--- config.mk ---
export PLATFORM = sky130hd
export DESIGN_NAME = lottery_ticket_scheduler_core
export DESIGN_NICKNAME = d
export VERILOG_FILES = /design/src/design/lts_pkg.sv /design/src/design/lts_mod.sv /design/src/design/lts_dp.sv /design/src/design/lts_ctrl.sv /design/src/design/lottery_ticket_scheduler_core.sv
export VERILOG_INCLUDE_DIRS = /design/src /design/src/design
export SDC_FILE = /design/constraint.sdc
export NUM_CORES = 1
export LEC_CHECK = 0
export BUFFER_PORTS_ARGS = -buffer_cell sky130_fd_sc_hd__buf_2
export CORE_UTILIZATION = 50
export CTS_BUF_LIST = sky130_fd_sc_hd__clkbuf_16
export CTS_CLUSTER_DIAMETER = 30
export CTS_CLUSTER_SIZE = 25
export DETAILED_ROUTE_END_ITERATION = 10
export PLACE_DENSITY = 0.72
export SLEW_MARGIN = 20
export SYNTH_ARGS = -nofsm -noshare
export SYNTH_HDL_FRONTEND = slang
export SYNTH_SLANG_ARGS = --single-unit
--- constraint.sdc ---
create_clock -name clk -period 5.9 [get_ports clk]
set_clock_uncertainty 0.1 [all_clocks]
set_input_delay 0.885 -clock clk [delete_from_list [all_inputs] [get_ports clk]]
set_output_delay 0.885 -clock clk [all_outputs]
set_load 0.005 [all_outputs]
--- src/design/assert_macros.svh ---
// ----------------------------------------------------------------------------
// assert_macros.svh
// Concurrent assertion helpers for the lottery scheduler modules.
// ----------------------------------------------------------------------------
`ifndef ASSERT_MACROS_SVH
`define ASSERT_MACROS_SVH

// same-cycle implication, sampled on clk, off during reset
`define LTS_ASSERT_IMP(label, ante, cons) \
	label: assert property (@(posedge clk) disable iff (!arst_n) (ante) |-> (cons)) \
		else $error("lts: assertion failed");

// next-cycle implication, sampled on clk, off during reset
`define LTS_ASSERT_NXT(label, ante, cons) \
	label: assert property (@(posedge clk) disable iff (!arst_n) (ante) |=> (cons)) \
		else $error("lts: assertion failed");

`endif

--- src/design/lts_pkg.sv ---
// ----------------------------------------------------------------------------
// lts_pkg
// Shared types, codes and width helpers for the lottery ticket scheduler.
// ----------------------------------------------------------------------------
package lts_pkg;

	localparam int MAX_PROCS_DEF   = 16;
	localparam int TICKET_BITS_DEF = 16;

	localparam int COUNT_W     = 16;
	localparam int RND_W       = 31;
	localparam int SLOT_W      = 4;
	localparam int TOTAL_OUT_W = 20;

	localparam logic OP_ADD  = 1'b0;
	localparam logic OP_DRAW = 1'b1;

	typedef enum logic [1:0] {
		ST_OK    = 2'd0,
		ST_ZERO  = 2'd1,
		ST_FULL  = 2'd2,
		ST_EMPTY = 2'd3
	} status_t;

	typedef struct packed {
		logic capture;
		logic mod_start;
		logic walk_start;
		logic walk_step;
		logic win_capture;
		logic commit;
	} cmd_t;

	typedef struct packed {
		logic draw_go;
		logic mod_done;
		logic walk_hit;
	} sts_t;

	function automatic int cnt_w(input int tb);
		return (tb < COUNT_W) ? tb : COUNT_W;
	endfunction

	function automatic int idx_w(input int mp);
		return $clog2(mp);
	endfunction

	function automatic int su_w(input int mp);
		return $clog2(mp + 1);
	endfunction

	function automatic int tot_w(input int mp, input int tb);
		return su_w(mp) + cnt_w(tb);
	endfunction

endpackage

--- src/design/lts_mod.sv ---
// ----------------------------------------------------------------------------
// lts_mod
// Restoring serial modulo: one dividend bit per cycle, over all RND_W dividend bits.
// ----------------------------------------------------------------------------
`include "assert_macros.svh"

module lts_mod
	import lts_pkg::*;
#(
	parameter int MAX_PROCS   = MAX_PROCS_DEF,
	parameter int TICKET_BITS = TICKET_BITS_DEF
) (
	input  logic                                     clk,
	input  logic                                     arst_n,
	input  logic                                     start,
	input  logic [RND_W-1:0]                         dividend,
	input  logic [tot_w(MAX_PROCS, TICKET_BITS)-1:0] divisor,
	output logic [tot_w(MAX_PROCS, TICKET_BITS)-1:0] rem,
	output logic                                     done
);

	localparam int TOT_W = tot_w(MAX_PROCS, TICKET_BITS);
	localparam int CNT_B = $clog2(RND_W);

	logic             busy_q;
	logic             done_q;
	logic [CNT_B-1:0] cnt_q;
	logic [TOT_W-1:0] rem_q;
	logic [RND_W-1:0] div_q;
	logic [TOT_W:0]   trial;
	logic [TOT_W:0]   diff;
	logic [TOT_W-1:0] rem_next;

	always_comb begin
		trial = {rem_q, div_q[RND_W-1]};
		diff  = trial - {1'b0, divisor};
		if (trial >= {1'b0, divisor}) begin
			rem_next = diff[TOT_W-1:0];
		end else begin
			rem_next = trial[TOT_W-1:0];
		end
	end

	always_ff @(posedge clk or negedge arst_n) begin
		if (!arst_n) begin
			busy_q <= 1'b0;
			done_q <= 1'b0;
			cnt_q  <= '0;
		end else begin
			done_q <= 1'b0;
			if (start) begin
				busy_q <= 1'b1;
				cnt_q  <= '0;
			end else if (busy_q) begin
				cnt_q <= cnt_q + CNT_B'(1);
				if (cnt_q == CNT_B'(RND_W - 1)) begin
					busy_q <= 1'b0;
					done_q <= 1'b1;
				end
			end
		end
	end

	always_ff @(posedge clk) begin
		if (start) begin
			rem_q <= '0;
			div_q <= dividend;
		end else if (busy_q) begin
			rem_q <= rem_next;
			div_q <= {div_q[RND_W-2:0], 1'b0};
		end
	end

	assign rem  = rem_q;
	assign done = done_q;

	`LTS_ASSERT_IMP(a_start_idle, start, !busy_q)

endmodule

--- src/design/lts_dp.sv ---
// ----------------------------------------------------------------------------
// lts_dp
// Datapath: ticket table, totals, modulo unit, cumulative walk, result regs.
// ----------------------------------------------------------------------------
module lts_dp
	import lts_pkg::*;
#(
	parameter int MAX_PROCS   = MAX_PROCS_DEF,
	parameter int TICKET_BITS = TICKET_BITS_DEF
) (
	input  logic                   clk,
	input  logic                   arst_n,
	input  logic                   opcode,
	input  logic [COUNT_W-1:0]     ticket_count,
	input  logic [RND_W-1:0]       random_value,
	input  cmd_t                   cmd,
	output sts_t                   sts,
	output logic [1:0]             status,
	output logic [SLOT_W-1:0]      slot,
	output logic [COUNT_W-1:0]     tickets_before,
	output logic [COUNT_W-1:0]     tickets_after,
	output logic [TOTAL_OUT_W-1:0] total_after,
	output logic [TOTAL_OUT_W-1:0] winning_number,
	output logic                   slot_emptied
);

	localparam int CNT_W = cnt_w(TICKET_BITS);
	localparam int IDX_W = idx_w(MAX_PROCS);
	localparam int SU_W  = su_w(MAX_PROCS);
	localparam int TOT_W = tot_w(MAX_PROCS, TICKET_BITS);
	localparam logic [COUNT_W:0] CNT_MAX = ((COUNT_W + 1)'(1) << CNT_W) - (COUNT_W + 1)'(1);

	logic               opcode_q;
	logic [COUNT_W-1:0] count_q;
	logic [RND_W-1:0]   rnd_q;
	logic [SU_W-1:0]    slots_used_q;
	logic [TOT_W-1:0]   total_q;

	logic [CNT_W-1:0]   mem_q [MAX_PROCS];
	logic [CNT_W-1:0]   rd_data_s1;
	logic [IDX_W-1:0]   rd_addr;

	logic [IDX_W-1:0]   walk_idx_q;
	logic [TOT_W-1:0]   sum_q;
	logic [TOT_W-1:0]   sum_next;
	logic [TOT_W-1:0]   win_q;
	logic [IDX_W-1:0]   win_idx_q;
	logic [CNT_W-1:0]   before_q;

	logic [TOT_W-1:0]   mod_rem;
	logic               mod_done;

	logic [CNT_W-1:0]   cnt_sat;
	logic [CNT_W-1:0]   after_v;
	status_t            status_d;
	logic [IDX_W-1:0]   slot_d;
	logic [CNT_W-1:0]   before_d;
	logic [CNT_W-1:0]   after_d;
	logic [TOT_W-1:0]   win_d;
	logic               empt_d;
	logic [TOT_W-1:0]   total_d;
	logic [SU_W-1:0]    su_d;
	logic               wr_en;
	logic [IDX_W-1:0]   wr_addr;
	logic [CNT_W-1:0]   wr_data;

	status_t                  status_q;
	logic [SLOT_W-1:0]        slot_q;
	logic [COUNT_W-1:0]       before_out_q;
	logic [COUNT_W-1:0]       after_out_q;
	logic [TOTAL_OUT_W-1:0]   total_out_q;
	logic [TOTAL_OUT_W-1:0]   win_out_q;
	logic                     empt_q;

	lts_mod #(
		.MAX_PROCS   (MAX_PROCS),
		.TICKET_BITS (TICKET_BITS)
	) u_mod (
		.clk      (clk),
		.arst_n   (arst_n),
		.start    (cmd.mod_start),
		.dividend (rnd_q),
		.divisor  (total_q),
		.rem      (mod_rem),
		.done     (mod_done)
	);

	always_ff @(posedge clk) begin
		if (cmd.capture) begin
			opcode_q <= opcode;
			count_q  <= ticket_count;
			rnd_q    <= random_value;
		end
	end

	assign rd_addr  = cmd.walk_start ? '0 : walk_idx_q + IDX_W'(1);
	assign sum_next = sum_q + TOT_W'(rd_data_s1);

	always_ff @(posedge clk) begin
		rd_data_s1 <= mem_q[rd_addr];
		if (wr_en && cmd.commit) begin
			mem_q[wr_addr] <= wr_data;
		end
	end

	always_ff @(posedge clk) begin
		if (cmd.walk_start) begin
			walk_idx_q <= '0;
			sum_q      <= '0;
			win_q      <= mod_rem + TOT_W'(1);
		end else if (cmd.walk_step) begin
			walk_idx_q <= walk_idx_q + IDX_W'(1);
			sum_q      <= sum_next;
		end
		if (cmd.win_capture) begin
			win_idx_q <= walk_idx_q;
			before_q  <= rd_data_s1;
		end
	end

	always_comb begin
		if ({1'b0, count_q} > CNT_MAX) begin
			cnt_sat = CNT_MAX[CNT_W-1:0];
		end else begin
			cnt_sat = count_q[CNT_W-1:0];
		end
		after_v  = (before_q != '0) ? before_q - CNT_W'(1) : '0;
		status_d = ST_OK;
		slot_d   = '0;
		before_d = '0;
		after_d  = '0;
		win_d    = '0;
		empt_d   = 1'b0;
		total_d  = total_q;
		su_d     = slots_used_q;
		wr_en    = 1'b0;
		wr_addr  = '0;
		wr_data  = '0;
		if (opcode_q == OP_ADD) begin
			if (count_q == '0) begin
				status_d = ST_ZERO;
			end else if (slots_used_q == SU_W'(MAX_PROCS)) begin
				status_d = ST_FULL;
			end else begin
				wr_en   = 1'b1;
				wr_addr = slots_used_q[IDX_W-1:0];
				wr_data = cnt_sat;
				su_d    = slots_used_q + SU_W'(1);
				total_d = total_q + TOT_W'(cnt_sat);
				slot_d  = slots_used_q[IDX_W-1:0];
				after_d = cnt_sat;
			end
		end else if (total_q == '0) begin
			status_d = ST_EMPTY;
		end else begin
			wr_en    = 1'b1;
			wr_addr  = win_idx_q;
			wr_data  = after_v;
			total_d  = total_q - TOT_W'(1);
			slot_d   = win_idx_q;
			before_d = before_q;
			after_d  = after_v;
			win_d    = win_q;
			empt_d   = (after_v == '0);
		end
	end

	always_ff @(posedge clk or negedge arst_n) begin
		if (!arst_n) begin
			slots_used_q <= '0;
			total_q      <= '0;
		end else if (cmd.commit) begin
			slots_used_q <= su_d;
			total_q      <= total_d;
		end
	end

	always_ff @(posedge clk) begin
		if (cmd.commit) begin
			status_q     <= status_d;
			slot_q       <= SLOT_W'(slot_d);
			before_out_q <= COUNT_W'(before_d);
			after_out_q  <= COUNT_W'(after_d);
			total_out_q  <= TOTAL_OUT_W'(total_d);
			win_out_q    <= TOTAL_OUT_W'(win_d);
			empt_q       <= empt_d;
		end
	end

	assign sts.draw_go  = (opcode_q == OP_DRAW) && (total_q != '0);
	assign sts.mod_done = mod_done;
	assign sts.walk_hit = (sum_next >= win_q);

	assign status         = status_q;
	assign slot           = slot_q;
	assign tickets_before = before_out_q;
	assign tickets_after  = after_out_q;
	assign total_after    = total_out_q;
	assign winning_number = win_out_q;
	assign slot_emptied   = empt_q;

endmodule

--- src/design/lts_ctrl.sv ---
// ----------------------------------------------------------------------------
// lts_ctrl
// Controller: sequences capture, modulo, table walk and result commit.
// ----------------------------------------------------------------------------
`include "assert_macros.svh"

module lts_ctrl
	import lts_pkg::*;
(
	input  logic clk,
	input  logic arst_n,
	input  logic in_valid,
	output logic in_stall,
	output logic out_valid,
	input  logic out_stall,
	output cmd_t cmd,
	input  sts_t sts
);

	typedef enum logic [4:0] {
		S_IDLE   = 5'b00001,
		S_DECODE = 5'b00010,
		S_DIVIDE = 5'b00100,
		S_WALK   = 5'b01000,
		S_FINISH = 5'b10000
	} state_t;

	state_t state_q;
	state_t state_d;
	logic   out_valid_q;
	logic   out_free;

	assign out_free = !out_valid_q || !out_stall;

	always_comb begin
		cmd     = '0;
		state_d = state_q;
		case (state_q)
			S_IDLE: begin
				if (in_valid) begin
					cmd.capture = 1'b1;
					state_d     = S_DECODE;
				end
			end
			S_DECODE: begin
				if (sts.draw_go) begin
					cmd.mod_start = 1'b1;
					state_d       = S_DIVIDE;
				end else begin
					state_d = S_FINISH;
				end
			end
			S_DIVIDE: begin
				if (sts.mod_done) begin
					cmd.walk_start = 1'b1;
					state_d        = S_WALK;
				end
			end
			S_WALK: begin
				if (sts.walk_hit) begin
					cmd.win_capture = 1'b1;
					state_d         = S_FINISH;
				end else begin
					cmd.walk_step = 1'b1;
				end
			end
			S_FINISH: begin
				if (out_free) begin
					cmd.commit = 1'b1;
					state_d    = S_IDLE;
				end
			end
			default: begin
				state_d = S_IDLE;
			end
		endcase
	end

	always_ff @(posedge clk or negedge arst_n) begin
		if (!arst_n) begin
			state_q     <= S_IDLE;
			out_valid_q <= 1'b0;
		end else begin
			state_q <= state_d;
			if (cmd.commit) begin
				out_valid_q <= 1'b1;
			end else if (!out_stall) begin
				out_valid_q <= 1'b0;
			end
		end
	end

	assign in_stall  = (state_q != S_IDLE);
	assign out_valid = out_valid_q;

	`LTS_ASSERT_IMP(a_commit_free, cmd.commit, !out_valid_q || !out_stall)
	`LTS_ASSERT_NXT(a_accept_decode, in_valid && !in_stall, state_q == S_DECODE)
	`LTS_ASSERT_IMP(a_done_in_divide, sts.mod_done, state_q == S_DIVIDE)

endmodule

--- src/design/lottery_ticket_scheduler_core.sv ---
// ----------------------------------------------------------------------------
// lottery_ticket_scheduler_core
// Lottery scheduler over a table of process slots, one result per item.
// ----------------------------------------------------------------------------
// Input channel: in_valid / in_stall with opcode, ticket_count, random_value.
// An add (opcode 0) appends a slot; a draw (opcode 1) picks a winner as the
// first slot whose running ticket sum reaches (random_value mod total) + 1,
// then takes one ticket from it.
// Output channel: out_valid / out_stall, one result beat per input beat.
// An add or a rejected item passes from capture through decode to the
// commit of its result. A draw first runs the serial modulo unit, one
// dividend bit per cycle, then walks the table one slot per cycle over
// the table's single read port, up to the winning slot.
// One item is in flight at a time; in_stall is high after the input beat
// until its result is loaded into the output register.
// The output register holds a result while out_stall is high; the next item
// is still taken and runs until it needs that register.
// Reset clears the slot count and the total; the table needs no clearing,
// since only values from slots below the slot count are ever used.
// ----------------------------------------------------------------------------
module lottery_ticket_scheduler_core
	import lts_pkg::*;
#(
	parameter int MAX_PROCS   = MAX_PROCS_DEF,
	parameter int TICKET_BITS = TICKET_BITS_DEF
) (
	input  logic                   clk,
	input  logic                   arst_n,
	input  logic                   in_valid,
	output logic                   in_stall,
	input  logic                   opcode,
	input  logic [COUNT_W-1:0]     ticket_count,
	input  logic [RND_W-1:0]       random_value,
	output logic                   out_valid,
	input  logic                   out_stall,
	output logic [1:0]             status,
	output logic [SLOT_W-1:0]      slot,
	output logic [COUNT_W-1:0]     tickets_before,
	output logic [COUNT_W-1:0]     tickets_after,
	output logic [TOTAL_OUT_W-1:0] total_after,
	output logic [TOTAL_OUT_W-1:0] winning_number,
	output logic                   slot_emptied
);

	cmd_t cmd;
	sts_t sts;

	lts_ctrl u_ctrl (
		.clk       (clk),
		.arst_n    (arst_n),
		.in_valid  (in_valid),
		.in_stall  (in_stall),
		.out_valid (out_valid),
		.out_stall (out_stall),
		.cmd       (cmd),
		.sts       (sts)
	);

	lts_dp #(
		.MAX_PROCS   (MAX_PROCS),
		.TICKET_BITS (TICKET_BITS)
	) u_dp (
		.clk            (clk),
		.arst_n         (arst_n),
		.opcode         (opcode),
		.ticket_count   (ticket_count),
		.random_value   (random_value),
		.cmd            (cmd),
		.sts            (sts),
		.status         (status),
		.slot           (slot),
		.tickets_before (tickets_before),
		.tickets_after  (tickets_after),
		.total_after    (total_after),
		.winning_number (winning_number),
		.slot_emptied   (slot_emptied)
	);

endmodule
==> reports/metrics.cfg <==
[setup_path]
path_cells = ha_1, fa_1, a21oi_1, o211ai_1, a311oi_1, o211ai_1, a41oi_1, nand3b_1, xnor2_1, ha_1, nand4_1, a2111o_1, o21ai_0, and2_1
slowest_stage = and2_1
worstPathMaxFanout = 20
timing.rr.start = u_dp.sum_q[0]
cpPeakStageDelay_ps = 850
crit_type = reg2reg
worst_ep_required_time_ps = 6070
endpoint_kind = flip-flop
r2r_slack_ps = 710
worstSetupStartpointType = flip-flop
rr_worst_depth = 14
cp.arrival_ps = 5360
r2r_end = u_dp.before_q[9]

[yosys]
ys_warn_count = 0
synth_nets = 2260
synth_cell_types = 84
synthTopCellsByArea = edfxtp_1 53%, dfxtp_1 4.8%, ha_1 4.0%, nand2_1 4.0%, dfrtp_1 3.7%
async_flop_share_pct = 7.01
synth-edff-count = 455
syn_area_um2 = 25700
synth-seq-cells = 556
synthCells = 2122
avgSynthCellArea_um2 = 12.1
yosys.area.top_type = edfxtp_1
synth_top_area_share_pct = 53.1
ys.flop_type = edfxtp_1
yosysSeqAreaShare_pct = 61.7

[global_route]
first_global_vias = 17700
grt-ovfl-total = 0
grt_max_degree = 72
grt_usage_pct = 24.8
antenna_found_initial = 1
grt_pass1_wl_mm = 101

[cells_and_area]
final_cell_mix = 455 x edfxtp_1, 271 x nand2_1, 142 x nor2_1
drive_gt1_share_pct = 18.9
final_util_pct = 61.4
n_fill_cell = 3844
final_nets = 2439
final_common_cell = edfxtp_1
n_antenna_cell = 0
area_growth_pct = 20.6
seqCellArea_um2 = 15900
multi_input_area_um2 = 9280

[place]
io_buffers = 132
gp_congestion = 0.906
hpwl_mm = 42.5

[clocking]
cts_buffer_depth = 3
clk_pin_slew_ps = 50
cts_root_buf = clkbuf_16
cts_hold_buffers = 0
h-tree-depth = 3
cts_num_sinks = 556
insertion_delay_ps = 660
cts_buffers = 105
cts.repair.resized = 0
cts_tree = built
post_cts_buffers = 0

[routing]
wl_per_cell_um = 21.2
dr_total_vias = 18000
drc_errors = 0
first_iter_violations = 1700
wl_mm = 65.0
drt-pass1-iter-count = 5
viasPerCell = 5.86
drtAntennaViolNets = 0

[job]
max_cap_violations = 0

[timing]
fin_tns_setup_ps = 0
setup_violations = 0
fin_crit_sh_pct = 88.0
min_period_ps = 5190
final_max_slew_viol_count = 0
tightest_slew_ps = 1060
slew_headroom_pct = 29.4
finalHoldViolations = 0
rsz0062_at_grt = false
timing.hold.ws_ps = 172
fmax_ghz = 0.193

[floorplan]
die_w_um = 229
die_area_um2 = 52400
die_h_um = 229
ioPinCount = 133
initial_utilization_pct = 51.0
rows = 82
core_area_um2 = 50500

[min_path]
hold_class = in2async

[pwr]
p_total_mw = 14.3
ir_drop_uv = 274
pwr_density_cell_nw_per_um2 = 461
p_leak_nw = 11.8

[status]
status = completed

==> state kept, by name, indices dropped and copies added, names as in the netlist, 2 cells and up <==
register             cells
u_dp.rd_data_s1         16
u_dp.status              2
u_dp.winning_number     20
u_dp.slots_used_q        5
u_dp.sum_q              21
u_dp.u_mod.rem          21
u_dp.tickets_before     16
u_dp.u_mod.cnt_q         5
u_dp.u_mod.div_q        31
u_dp.mem_q             256
u_dp.rnd_q              31
u_dp.total_after        20
u_dp.before_q           16
u_dp.walk_idx_q          4
u_dp.slot                4
u_dp.tickets_after      16
u_dp.total_q            21
u_dp.cnt_sat            16
u_dp.win_q              21
u_ctrl.state_q           5
u_dp.win_idx_q           4
==> layer usage <==
metal	vias up	part of all wire, %	routed length, µm	global-route usage [%]
met1	8867	43	27800	34.2
met5	-	0	0	0
met2	731	48	30900	40.0
met4	0	2.3	1510	8.56
li1	8260	-	-	-
met3	110	7.4	4790	4.02
==> stage by stage <==
step / cells / setup WS (ps) / area (µm²)
floorplan: 2122 / 521 / 25700
global placement: 2866 / 838 / 27200
detailed placement: 2866 / 734 / 27200
CTS: 3066 / 720 / 31000
global route: 3066 / 341 / 31000
finish: 3066 / 710 / 31000
==> synth_stat cells, types with 5 or more instances <==
cell,number
nor3b_1,7
or3_1,11
buf_1,8
ha_1,83
and2_1,50
o21ai_1,5
nor2b_1,14
inv_1,70
nor2_1,146
nand4_1,15
a211oi_1,56
edfxtp_1,455
o21a_1,11
dfxtp_1,62
nand2_1,272
nand2b_1,13
mux4_2,17
mux2_2,30
and3_1,27
o31ai_1,8
a21o_1,31
a221oi_1,6
a31oi_1,51
dfrtp_1,38
nor3_1,32
buf_2,19
o21ai_0,95
clkbuf_1,73
xor2_1,28
or2_2,6
a21oi_1,83
o211ai_1,9
xnor2_1,76
nor4_1,15
nand3_1,70
a41oi_1,5
mux2i_1,44
==> how the worst max path moves through the flow <==
stage | startpoint | end | cells past startpoint
finish | u_dp.sum_q[0] | u_dp.before_q[9] | 14
global route | u_dp.sum_q[0] | u_dp.win_idx_q[3] | 14
global placement | u_dp.sum_q[0] | u_dp.before_q[12] | 14
floorplan | out_stall | u_dp.mem_q[14][0] | 6
detailed placement | u_dp.sum_q[0] | u_dp.before_q[13] | 14
CTS | u_dp.sum_q[0] | u_dp.win_idx_q[3] | 14
==> critical path, delay by kind of cell (launching register included) <==
family / cells / cell delay [ps]
AND/OR/NAND/NOR: 3 / 1200
XOR/XNOR: 1 / 80
AO/OA/AOI/OAI: 7 / 2150
adder cells (fa/ha/maj): 3 / 930
flip-flops: 1 / 310
==> power by group <==
part	internal [mW]	leakage, nW	switching (mW)
Clock	4.05	1.82	2.20
Combinational	1.09	4.82	1.71
Sequential	4.89	5.13	0.359
Total	10.0	11.8	4.27
==> layout make-up <==
cell class,instances,share of cell area [%]
Inverter,70,0.855
Tap cell,672,2.71
Timing Repair Buffer,172,3.11
Clock buffer,106,8.55
Multi-Input combinational cell,1396,29.9
Sequential cell,556,51.2
Clock inverter,94,3.63
==> kinds of logic (layout without fill, tap and decap cells) <==
logic type	count (synthesis)	count (layout)	synth area share (%)
simple gates	703	703	13.0
buf+inv	170	442	2.57
xor+xnor	104	104	3.54
mux	91	91	4.51
compound gates	412	412	10.3
flops	556	556	61.7
fa+ha+maj	86	86	4.27
Power figures use the tool's default switching activity.
